File: src/hw/rtl/ovlt_pkg.sv
`timescale 1ns / 1ps

package ovlt_pkg;

  // List depth and derived widths
  localparam int MAX_ENTRIES = 16;
  localparam int IDX_W = (MAX_ENTRIES > 1) ? $clog2(MAX_ENTRIES) : 1;
  localparam int OCC_W = $clog2(MAX_ENTRIES + 1);

  // Field widths of the channels
  localparam int OP_W  = 3;
  localparam int VAL_W = 32;
  localparam int POS_W = 4;
  localparam int CNT_W = 5;

  // Width that holds both a position and an occupancy for compares
  localparam int CMP_W = (OCC_W > POS_W) ? OCC_W : POS_W;

  typedef enum logic [OP_W-1:0] {
    OP_INSERT = 3'd0,
    OP_DELETE = 3'd1,
    OP_FIND   = 3'd2,
    OP_READK  = 3'd3,
    OP_CLEAR  = 3'd4
  } opcode_t;

  typedef enum logic [4:0] {
    ST_IDLE      = 5'b00001,
    ST_SCAN_CMP  = 5'b00010,
    ST_SHIFT_WR  = 5'b00100,
    ST_READ_WAIT = 5'b01000,
    ST_RESP      = 5'b10000
  } state_t;

  // Entry store control: one write and one registered read per cycle
  typedef struct packed {
    logic             we;
    logic [IDX_W-1:0] waddr;
    logic [VAL_W-1:0] wdata;
    logic [IDX_W-1:0] raddr;
  } mem_ctl_t;

  // Outputs of the shared compare and index unit
  typedef struct packed {
    logic             eq;
    logic [IDX_W-1:0] idx_up;
    logic [IDX_W-1:0] idx_up2;
    logic [IDX_W-1:0] idx_dn;
    logic             at_top;
    logic             next_top;
  } step_res_t;

endpackage

File: src/hw/rtl/ovlt_ifs.sv
`timescale 1ns / 1ps

// Command channel
interface ovlt_in_if;
  logic                                valid;
  logic                                ready;
  logic [ovlt_pkg::OP_W-1:0]           opcode;
  logic signed [ovlt_pkg::VAL_W-1:0]   value;
  logic [ovlt_pkg::POS_W-1:0]          position;

  modport source (output valid, output opcode, output value, output position, input ready);
  modport sink   (input valid, input opcode, input value, input position, output ready);
endinterface

// Result channel
interface ovlt_out_if;
  logic                                valid;
  logic                                ready;
  logic                                ok;
  logic signed [ovlt_pkg::VAL_W-1:0]   data;
  logic                                empty_res;
  logic [ovlt_pkg::CNT_W-1:0]          count;

  modport source (output valid, output ok, output data, output empty_res, output count,
                  input ready);
  modport sink   (input valid, input ok, input data, input empty_res, input count,
                  output ready);
endinterface

File: src/hw/rtl/ordered_value_list_table_unit.sv
`timescale 1ns / 1ps

// Bounded ordered list of signed 32-bit values, up to 16 entries, front first.
// in_ch carries one command per transfer (insert front, delete first match,
// find, read kth, clear); out_ch returns one result per command with ok, data,
// empty_res and count. One command is worked on at a time: in_ch.ready is high
// only while the sequencer is idle.
// Insert, clear and any early failure go straight to the response state; read
// kth first waits for the registered store read. Find and delete scan the
// entries one per cycle through a single shared comparator, front to back, and
// stop at the first match or after the back entry. A delete then moves each
// entry ahead of the match down one slot to close the gap. The store serves
// one read per cycle. The next command can be taken at the earliest in the
// cycle after the result of the previous one is loaded.
// Reset empties the list and clears the result valid flag; entries are not
// cleared. A finished result waits in the result register while out_ch.ready
// is low; the next command is taken meanwhile, and its result waits in the
// sequencer until the register frees up.
module ordered_value_list_table_unit (
  input  logic        clk,
  input  logic        rst_n,
  ovlt_in_if.sink     in_ch,
  ovlt_out_if.source  out_ch
);

  ovlt_pkg::mem_ctl_t              mem_ctl;
  logic [ovlt_pkg::VAL_W-1:0]      rd_data;
  logic [ovlt_pkg::IDX_W-1:0]      idx;
  logic [ovlt_pkg::OCC_W-1:0]      occ;
  logic [ovlt_pkg::VAL_W-1:0]      key;
  ovlt_pkg::step_res_t             st;

  ovlt_seq u_seq (
    .clk     (clk),
    .rst_n   (rst_n),
    .in_ch   (in_ch),
    .out_ch  (out_ch),
    .mem_ctl (mem_ctl),
    .rd_data (rd_data),
    .idx     (idx),
    .occ     (occ),
    .key     (key),
    .st      (st)
  );

  ovlt_step u_step (
    .idx     (idx),
    .occ     (occ),
    .rd_data (rd_data),
    .key     (key),
    .res     (st)
  );

  ovlt_store u_store (
    .clk     (clk),
    .ctl     (mem_ctl),
    .rd_data (rd_data)
  );

endmodule

File: src/hw/rtl/ovlt_store.sv
`timescale 1ns / 1ps

// Entry storage: physical slot 0 holds the back of the list, slot occ-1 the front
module ovlt_store (
  input  logic                            clk,
  input  ovlt_pkg::mem_ctl_t              ctl,
  output logic [ovlt_pkg::VAL_W-1:0]      rd_data
);

  logic [ovlt_pkg::VAL_W-1:0] mem_r [ovlt_pkg::MAX_ENTRIES];
  logic [ovlt_pkg::VAL_W-1:0] rd_data_r;

  always_ff @(posedge clk) begin
    if (ctl.we) begin
      mem_r[ctl.waddr] <= ctl.wdata;
    end
    rd_data_r <= mem_r[ctl.raddr];
  end

  assign rd_data = rd_data_r;

endmodule

File: src/hw/rtl/ovlt_step.sv
`timescale 1ns / 1ps

// Shared compare and index unit used by every scan and shift step
module ovlt_step (
  input  logic [ovlt_pkg::IDX_W-1:0]  idx,
  input  logic [ovlt_pkg::OCC_W-1:0]  occ,
  input  logic [ovlt_pkg::VAL_W-1:0]  rd_data,
  input  logic [ovlt_pkg::VAL_W-1:0]  key,
  output ovlt_pkg::step_res_t         res
);

  logic [ovlt_pkg::OCC_W-1:0] idx_ext;

  assign idx_ext = ovlt_pkg::OCC_W'(idx);

  always_comb begin
    res.eq       = (rd_data == key);
    res.idx_up   = idx + ovlt_pkg::IDX_W'(1);
    res.idx_up2  = idx + ovlt_pkg::IDX_W'(2);
    res.idx_dn   = idx - ovlt_pkg::IDX_W'(1);
    // slot is the front entry
    res.at_top   = ((idx_ext + ovlt_pkg::OCC_W'(1)) == occ);
    // next slot is the front entry
    res.next_top = ((idx_ext + ovlt_pkg::OCC_W'(2)) == occ);
  end

endmodule

File: src/hw/rtl/ovlt_seq.sv
`timescale 1ns / 1ps

// Operation sequencer: accepts one command, steps the store, loads the result register
module ovlt_seq (
  input  logic                            clk,
  input  logic                            rst_n,
  ovlt_in_if.sink                         in_ch,
  ovlt_out_if.source                      out_ch,
  output ovlt_pkg::mem_ctl_t              mem_ctl,
  input  logic [ovlt_pkg::VAL_W-1:0]      rd_data,
  output logic [ovlt_pkg::IDX_W-1:0]      idx,
  output logic [ovlt_pkg::OCC_W-1:0]      occ,
  output logic [ovlt_pkg::VAL_W-1:0]      key,
  input  ovlt_pkg::step_res_t             st
);

  ovlt_pkg::state_t            state_r,    state_nxt;
  ovlt_pkg::opcode_t           op_r,       op_nxt;
  logic [ovlt_pkg::VAL_W-1:0]  key_r,      key_nxt;
  logic [ovlt_pkg::IDX_W-1:0]  idx_r,      idx_nxt;
  logic [ovlt_pkg::OCC_W-1:0]  occ_r,      occ_nxt;
  logic                        res_ok_r,   res_ok_nxt;
  logic [ovlt_pkg::VAL_W-1:0]  res_data_r, res_data_nxt;
  logic                        out_valid_r, out_valid_nxt;
  logic                        out_ok_r,   out_ok_nxt;
  logic [ovlt_pkg::VAL_W-1:0]  out_data_r, out_data_nxt;
  logic                        out_empty_r, out_empty_nxt;
  logic [ovlt_pkg::CNT_W-1:0]  out_count_r, out_count_nxt;

  ovlt_pkg::opcode_t           in_op;
  logic [ovlt_pkg::CMP_W-1:0]  pos_ext;
  logic [ovlt_pkg::CMP_W-1:0]  occ_ext;
  logic [ovlt_pkg::CMP_W-1:0]  kth_slot;
  logic [ovlt_pkg::OCC_W-1:0]  occ_dn;

  assign in_op    = ovlt_pkg::opcode_t'(in_ch.opcode);
  assign pos_ext  = ovlt_pkg::CMP_W'(in_ch.position);
  assign occ_ext  = ovlt_pkg::CMP_W'(occ_r);
  // front is the top slot, so position k lives at slot occ-1-k
  assign kth_slot = occ_ext - ovlt_pkg::CMP_W'(1) - pos_ext;
  assign occ_dn   = occ_r - ovlt_pkg::OCC_W'(1);

  assign in_ch.ready      = (state_r == ovlt_pkg::ST_IDLE);
  assign out_ch.valid     = out_valid_r;
  assign out_ch.ok        = out_ok_r;
  assign out_ch.data      = out_data_r;
  assign out_ch.empty_res = out_empty_r;
  assign out_ch.count     = out_count_r;

  assign idx = idx_r;
  assign occ = occ_r;
  assign key = key_r;

  // Next-state and store control
  always_comb begin
    state_nxt     = state_r;
    op_nxt        = op_r;
    key_nxt       = key_r;
    idx_nxt       = idx_r;
    occ_nxt       = occ_r;
    res_ok_nxt    = res_ok_r;
    res_data_nxt  = res_data_r;
    out_valid_nxt = out_valid_r;
    out_ok_nxt    = out_ok_r;
    out_data_nxt  = out_data_r;
    out_empty_nxt = out_empty_r;
    out_count_nxt = out_count_r;
    mem_ctl       = '0;
    mem_ctl.raddr = idx_r;

    // result register drains on its transfer
    if (out_valid_r && out_ch.ready) begin
      out_valid_nxt = 1'b0;
    end

    case (state_r)
      ovlt_pkg::ST_IDLE: begin
        if (in_ch.valid) begin
          op_nxt       = in_op;
          key_nxt      = in_ch.value;
          res_ok_nxt   = 1'b0;
          res_data_nxt = '0;
          state_nxt    = ovlt_pkg::ST_RESP;
          case (in_op)
            ovlt_pkg::OP_INSERT: begin
              if (occ_r != ovlt_pkg::OCC_W'(ovlt_pkg::MAX_ENTRIES)) begin
                mem_ctl.we    = 1'b1;
                mem_ctl.waddr = occ_r[ovlt_pkg::IDX_W-1:0];
                mem_ctl.wdata = in_ch.value;
                occ_nxt       = occ_r + ovlt_pkg::OCC_W'(1);
                res_ok_nxt    = 1'b1;
              end
            end
            ovlt_pkg::OP_DELETE, ovlt_pkg::OP_FIND: begin
              // scan starts at the front slot
              if (occ_r != '0) begin
                idx_nxt       = occ_dn[ovlt_pkg::IDX_W-1:0];
                mem_ctl.raddr = occ_dn[ovlt_pkg::IDX_W-1:0];
                state_nxt     = ovlt_pkg::ST_SCAN_CMP;
              end
            end
            ovlt_pkg::OP_READK: begin
              if (pos_ext < occ_ext) begin
                mem_ctl.raddr = kth_slot[ovlt_pkg::IDX_W-1:0];
                state_nxt     = ovlt_pkg::ST_READ_WAIT;
              end
            end
            ovlt_pkg::OP_CLEAR: begin
              res_ok_nxt = (occ_r != '0);
              occ_nxt    = '0;
            end
            default: begin
              res_ok_nxt = 1'b0;
            end
          endcase
        end
      end

      ovlt_pkg::ST_SCAN_CMP: begin
        if (st.eq) begin
          res_ok_nxt = 1'b1;
          if (op_r == ovlt_pkg::OP_DELETE) begin
            if (st.at_top) begin
              occ_nxt   = occ_dn;
              state_nxt = ovlt_pkg::ST_RESP;
            end else begin
              // close the gap: pull entries from the front side down one slot
              mem_ctl.raddr = st.idx_up;
              state_nxt     = ovlt_pkg::ST_SHIFT_WR;
            end
          end else begin
            state_nxt = ovlt_pkg::ST_RESP;
          end
        end else if (idx_r == '0) begin
          state_nxt = ovlt_pkg::ST_RESP;
        end else begin
          idx_nxt       = st.idx_dn;
          mem_ctl.raddr = st.idx_dn;
        end
      end

      ovlt_pkg::ST_SHIFT_WR: begin
        mem_ctl.we    = 1'b1;
        mem_ctl.waddr = idx_r;
        mem_ctl.wdata = rd_data;
        if (st.next_top) begin
          occ_nxt   = occ_dn;
          state_nxt = ovlt_pkg::ST_RESP;
        end else begin
          idx_nxt       = st.idx_up;
          mem_ctl.raddr = st.idx_up2;
        end
      end

      ovlt_pkg::ST_READ_WAIT: begin
        res_ok_nxt   = 1'b1;
        res_data_nxt = rd_data;
        state_nxt    = ovlt_pkg::ST_RESP;
      end

      ovlt_pkg::ST_RESP: begin
        // load the result register once it is free
        if (!out_valid_r || out_ch.ready) begin
          out_valid_nxt = 1'b1;
          out_ok_nxt    = res_ok_r;
          out_data_nxt  = res_data_r;
          out_empty_nxt = (occ_r == '0);
          out_count_nxt = ovlt_pkg::CNT_W'(occ_r);
          state_nxt     = ovlt_pkg::ST_IDLE;
        end
      end

      default: begin
        state_nxt = ovlt_pkg::ST_IDLE;
      end
    endcase
  end

  // Control state
  always_ff @(posedge clk) begin
    if (!rst_n) begin
      state_r     <= ovlt_pkg::ST_IDLE;
      occ_r       <= '0;
      out_valid_r <= 1'b0;
    end else begin
      state_r     <= state_nxt;
      occ_r       <= occ_nxt;
      out_valid_r <= out_valid_nxt;
    end
  end

  // Payload
  always_ff @(posedge clk) begin
    op_r        <= op_nxt;
    key_r       <= key_nxt;
    idx_r       <= idx_nxt;
    res_ok_r    <= res_ok_nxt;
    res_data_r  <= res_data_nxt;
    out_ok_r    <= out_ok_nxt;
    out_data_r  <= out_data_nxt;
    out_empty_r <= out_empty_nxt;
    out_count_r <= out_count_nxt;
  end

endmodule

File: src/flat_wrapper.sv
// flat-port wrapper written by rule: the top's interface ports become plain ports
module ordered_value_list_table_unit_flat 
  (clk, rst_n, in_ch_valid, in_ch_opcode, in_ch_value, in_ch_position, in_ch_ready, out_ch_valid, out_ch_ok, out_ch_data, out_ch_empty_res, out_ch_count, out_ch_ready);
  ovlt_in_if in_ch_i ();
  ovlt_out_if out_ch_i ();
  input  logic clk;
  input  logic rst_n;
  input wire logic [$bits(in_ch_i.valid)-1:0] in_ch_valid;
  input wire logic [$bits(in_ch_i.opcode)-1:0] in_ch_opcode;
  input wire logic [$bits(in_ch_i.value)-1:0] in_ch_value;
  input wire logic [$bits(in_ch_i.position)-1:0] in_ch_position;
  output wire logic [$bits(in_ch_i.ready)-1:0] in_ch_ready;
  output wire logic [$bits(out_ch_i.valid)-1:0] out_ch_valid;
  output wire logic [$bits(out_ch_i.ok)-1:0] out_ch_ok;
  output wire logic [$bits(out_ch_i.data)-1:0] out_ch_data;
  output wire logic [$bits(out_ch_i.empty_res)-1:0] out_ch_empty_res;
  output wire logic [$bits(out_ch_i.count)-1:0] out_ch_count;
  input wire logic [$bits(out_ch_i.ready)-1:0] out_ch_ready;
  assign in_ch_i.valid = in_ch_valid;
  assign in_ch_i.opcode = in_ch_opcode;
  assign in_ch_i.value = in_ch_value;
  assign in_ch_i.position = in_ch_position;
  assign in_ch_ready = in_ch_i.ready;
  assign out_ch_valid = out_ch_i.valid;
  assign out_ch_ok = out_ch_i.ok;
  assign out_ch_data = out_ch_i.data;
  assign out_ch_empty_res = out_ch_i.empty_res;
  assign out_ch_count = out_ch_i.count;
  assign out_ch_i.ready = out_ch_ready;
  ordered_value_list_table_unit u_core (.clk(clk), .rst_n(rst_n), .in_ch(in_ch_i), .out_ch(out_ch_i));
endmodule
File: config.mk
export PLATFORM = sky130hd
export DESIGN_NAME = ordered_value_list_table_unit_flat
export DESIGN_NICKNAME = d
export VERILOG_FILES = /design/src/hw/rtl/ovlt_pkg.sv /design/src/hw/rtl/ovlt_ifs.sv /design/src/hw/rtl/ordered_value_list_table_unit.sv /design/src/hw/rtl/ovlt_store.sv /design/src/hw/rtl/ovlt_step.sv /design/src/hw/rtl/ovlt_seq.sv /design/src/flat_wrapper.sv
export SDC_FILE = /design/constraint.sdc
export NUM_CORES = 1
export LEC_CHECK = 0
export BUFFER_PORTS_ARGS = -buffer_cell sky130_fd_sc_hd__buf_4
export CELL_PAD_IN_SITES_DETAIL_PLACEMENT = 0
export CELL_PAD_IN_SITES_GLOBAL_PLACEMENT = 2
export CORE_MARGIN = 2
export CORE_UTILIZATION = 40
export DETAILED_ROUTE_END_ITERATION = 6
export PLACE_DENSITY = 0.68
export RECOVER_POWER = 50
export SLEW_MARGIN = 20
export SYNTH_ARGS = -nofsm -noshare
export SYNTH_HDL_FRONTEND = slang
export SYNTH_SLANG_ARGS = --single-unit
export TNS_END_PERCENT = 10
File: constraint.sdc
create_clock -name clk -period 5.4 [get_ports clk]
set_clock_uncertainty 0.15 [all_clocks]
set_input_delay 1.08 -clock clk [delete_from_list [all_inputs] [get_ports clk]]
set_output_delay 1.08 -clock clk [all_outputs]
set_load 0.01 [all_outputs]
==> results.md <==
* Violation count after the first detailed-route iteration at 1254
* Core region area at 0.0660 mm^2
* Post-CTS Setup Bufs at 0
* Most common library cells after synthesis: edfxtp_1 (623), mux2i_1 (223), o22ai_1 (102)
* Max Used Layer: met4
* Syn_area_per_cell at 16.6 um^2
* # IOs at 84
* RSZ-0062 raised after global routing: false
* Final Critical Period at 4.94 ns
* Post-Syn Instances at 1617
* Worst-Margin Slew at 3.18 ns
* R2r setup slk at 0.46 ns
* Fin. max-slew vios at 165
* Post-layout nets at 1815
* Final hold slack at 0.261 ns
* # port buffers at 83
* Die H at 263 um
* Largest family of logic cells by synthesized area: multiplexers
* Worst min-delay path startpoint: u_core.u_seq.res_data_r[22]
* Vias/cell at 5.50
* Initial antenna violation count at 1
* Sum Neg Setup Slack at 0 ns
* Flop pwr share at 45.6%
* Run status: finished, violations left
* Fill cells at 5675
* Final worst-path cycle share at 91.5%
* Mapped Area at 0.0268 mm^2
* Pint at 9.73 mW
* Site Rows at 94
* Routed length per placed instance at 26.4 um
* Met2 WL at 33300 um
* Post-synth EDFFs at 623
* Pin count of the biggest net entering global routing at 43
* Number of max-cap violations at 6
* Placed Cells at 2546
* DRC at 0
* CTS tree: built
* CTS Root Cell: clkbuf_16
* Power Density at 431 mW/mm^2
* Net Switching at 3.61 mW
* Synth Area in Simple Gates at 4.99%
* CP arrival at 5.27 ns
* Met3 Wirelength at 3910 um
* Pre-CTS WS at 0.297 ns
* Synth top area share at 69.8%
* Failing checks: max-capacitance violations, max-slew violations
* Clk Latency, worst-skew pair at 0.63 ns
* Peak supply drop at 0.243 mV
* RR Startpoint: u_core.u_seq.occ[1]
* Top-count cell post-synth: edfxtp_1
* Clk pwr share at 37.6%
* CTS Buf Count at 72
* Critical Path RT at 5.73 ns
* Tot GR Track Use at 20.5%
* Post-route setup slack at 0.460 ns
* CTS clk-pin slew, worst paths at 0.06 ns
* Worst slew margin at -112%
* Post-synthesis sequential area ratio at 73.1%
* Synth Flop Type: edfxtp_1
* Crit Path Category: flop to flop
* Area Overhead vs Synth at 15.6%
* Startpoint Class: flop
* Setup-failing EPs final at 0
* Clock sink count at 666
* Finished Layout Cells at 2679
* Post-synth cell types at 80
* Fin util at 46.9%
* Max frequency at 202 MHz
* #FFs+latches synth at 666
* Die W at 263 um
* Hold Path Class: flop to flop
* Yosys synthesis warning count at 0
* HPWL after DPL at 39700 um
* Post-Synth XOR/XNOR Area at 1.62%
* Layout cells sized above 1 at 14.3%
* Total power at 13.3 mW
* Largest cells by area after synthesis: edfxtp_1 (70%), mux2i_1 (8.3%), dfxtp_1 (3.2%)
* DRT met1 WL at 31500 um
* GP Congestion at 0.800
* Via count at 14728
* First drt pass iteration count at 5
* Synth Area in Compound Gates at 7.27%
* Placed Instance Area at 0.0289 mm^2
* FF-to-FF path depth at 14
* Post-synthesis mux area share at 10.1%
* Leak at 11.1 nW
* Total wire length at 70800 um
* Hold Violations, Final at 0
* H-tree levels at 3
* Starting Density at 40.6%
* Hold depth at 0
* Remaining antenna violation count at 0
* Worst r2r dst: u_core.u_store.rd_data[6]
* Crit. End Element: flop
* Max FO, Critical Path at 11
* First-pass GRT wire length at 102000 um
* Die area at 0.0691 mm^2
* Sw Share at 27.1%
* Post-synth top area cell: edfxtp_1
* Syn nets at 1676
* Post-synthesis adder-cell area fraction at 0.775%
* Vias in the first global route at 14702
* Total grt overflow at 0
* Logic pwr share at 16.8%
* Hold Path Sink: u_core.u_seq.out_ch.data[22]
* Fin area at 0.0310 mm^2
* FFs w/ async S/R, synth at 0%
* Max Buffers Root-to-Sink at 3
==> cells by family (layout without fill, tap and decap cells) <==
logic type	count (synthesis)	after routing
xor gates and xnor gates	48	48
AOI/OAI and AO/OA	289	289
DFF	666	666
other	0	1
muxes	255	255
buffers and inverters	106	303
and+or+nand+nor	237	237
adders and majority gates	16	16
==> cell type report <==
| type | instances | area, um^2 | area share, % |
|---|---|---|---|
| antenna | 1 | 2.50 | 0.00808 |
| clock buffer | 89 | 1930 | 6.22 |
| clock inverter | 43 | 497 | 1.60 |
| inverter | 20 | 80.1 | 0.259 |
| multi-input combinational | 845 | 6770 | 21.8 |
| sequential | 666 | 19600 | 63.2 |
| tap | 864 | 1080 | 3.49 |
| timing repair buffer | 151 | 1050 | 3.40 |
==> metal layers <==
metal	up-vias	track usage [%]
met1	7511	27.9
li1	6682	-
met5	-	0
met4	0	6.63
met2	422	33.3
met3	113	3.94
==> what timing repair did <==
item / in CTS / in global routing
setup endpoints to repair: 0 / 29
hold endpoints to repair: 0 / 0
hold buffers: 0 / 0
gates resized for setup: 0 / 2
==> how the worst max path moves through the flow <==
stage / start / to / slack (ns) / depth (start not counted)
5_1_grt: u_core.u_seq.occ[1] / u_core.u_store.rd_data[14] / 0.08 / 14
6_report: u_core.u_seq.occ[1] / u_core.u_store.rd_data[6] / 0.46 / 14
3_3_place_gp: u_core.u_seq.occ[1] / u_core.u_store.rd_data[8] / 0.32 / 14
2_1_floorplan: in_ch_opcode[2] / u_core.u_store.mem_r[1][0] / 1.05 / 6
3_5_place_dp: u_core.u_seq.occ[1] / u_core.u_store.rd_data[6] / 0.30 / 14
4_1_cts: u_core.u_seq.occ[1] / u_core.u_store.rd_data[6] / 0.29 / 14
==> state kept, by name, summed over array words and instances (netlist names), 3 cells and up <==
name	cells
u_core.u_seq.idx	4
u_core.u_seq.key	32
u_core.u_seq.occ	5
u_core.u_seq.op_r	3
u_core.u_seq.out_ch.count	5
u_core.u_seq.out_ch.data	32
u_core.u_seq.res_data_r	32
u_core.u_seq.state_r	5
u_core.u_store.mem_r	512
u_core.u_store.rd_data	32
==> cells in the final DEF (no fill, tap or decap), types with 15 or more instances in the layout <==
master       n
o22ai_1    102
buf_4       48
inv_1       17
clkbuf_1    89
a21oi_1     43
buf_12      17
nand3_1     19
and2_0      28
ha_1        15
clkbuf_16   73
nand2_1     38
nor2_4      17
nor2_1      26
dfxtp_1     43
o21ai_0     49
or4_1       31
xor2_1      37
edfxtp_1   623
mux2_4      27
mux2i_1    223
a22o_1      32
==> power by group through the flow <==
| stage | Clock [mW] | Combinational, mW | Sequential, mW |
|---|---|---|---|
| 2_1_floorplan | 0 | 1.55 | 6.08 |
| 3_3_place_gp | 0 | 2.27 | 6.19 |
| 6_report | 5.02 | 2.24 | 6.08 |
| 4_1_cts | 5.12 | 2.29 | 6.07 |
| 5_1_grt | 5.32 | 2.41 | 6.10 |
| 3_5_place_dp | 0 | 2.29 | 6.18 |
==> critical path, cell delays in order, from the launching register on <==
cell        delay, ns
dfxtp_1          0.66
clkinvlp_4       0.39
ha_1             0.45
inv_1            0.11
ha_1             0.28
nor2b_1          0.12
o21ai_0          0.17
a21boi_0         0.16
or4_1            0.52
a31oi_2          0.34
a2111oi_4        0.12
nand3_2          0.38
buf_4            0.29
o22ai_1          0.11
or4_1            0.54
No activity file was read; power rests on OpenSTA's default activity.
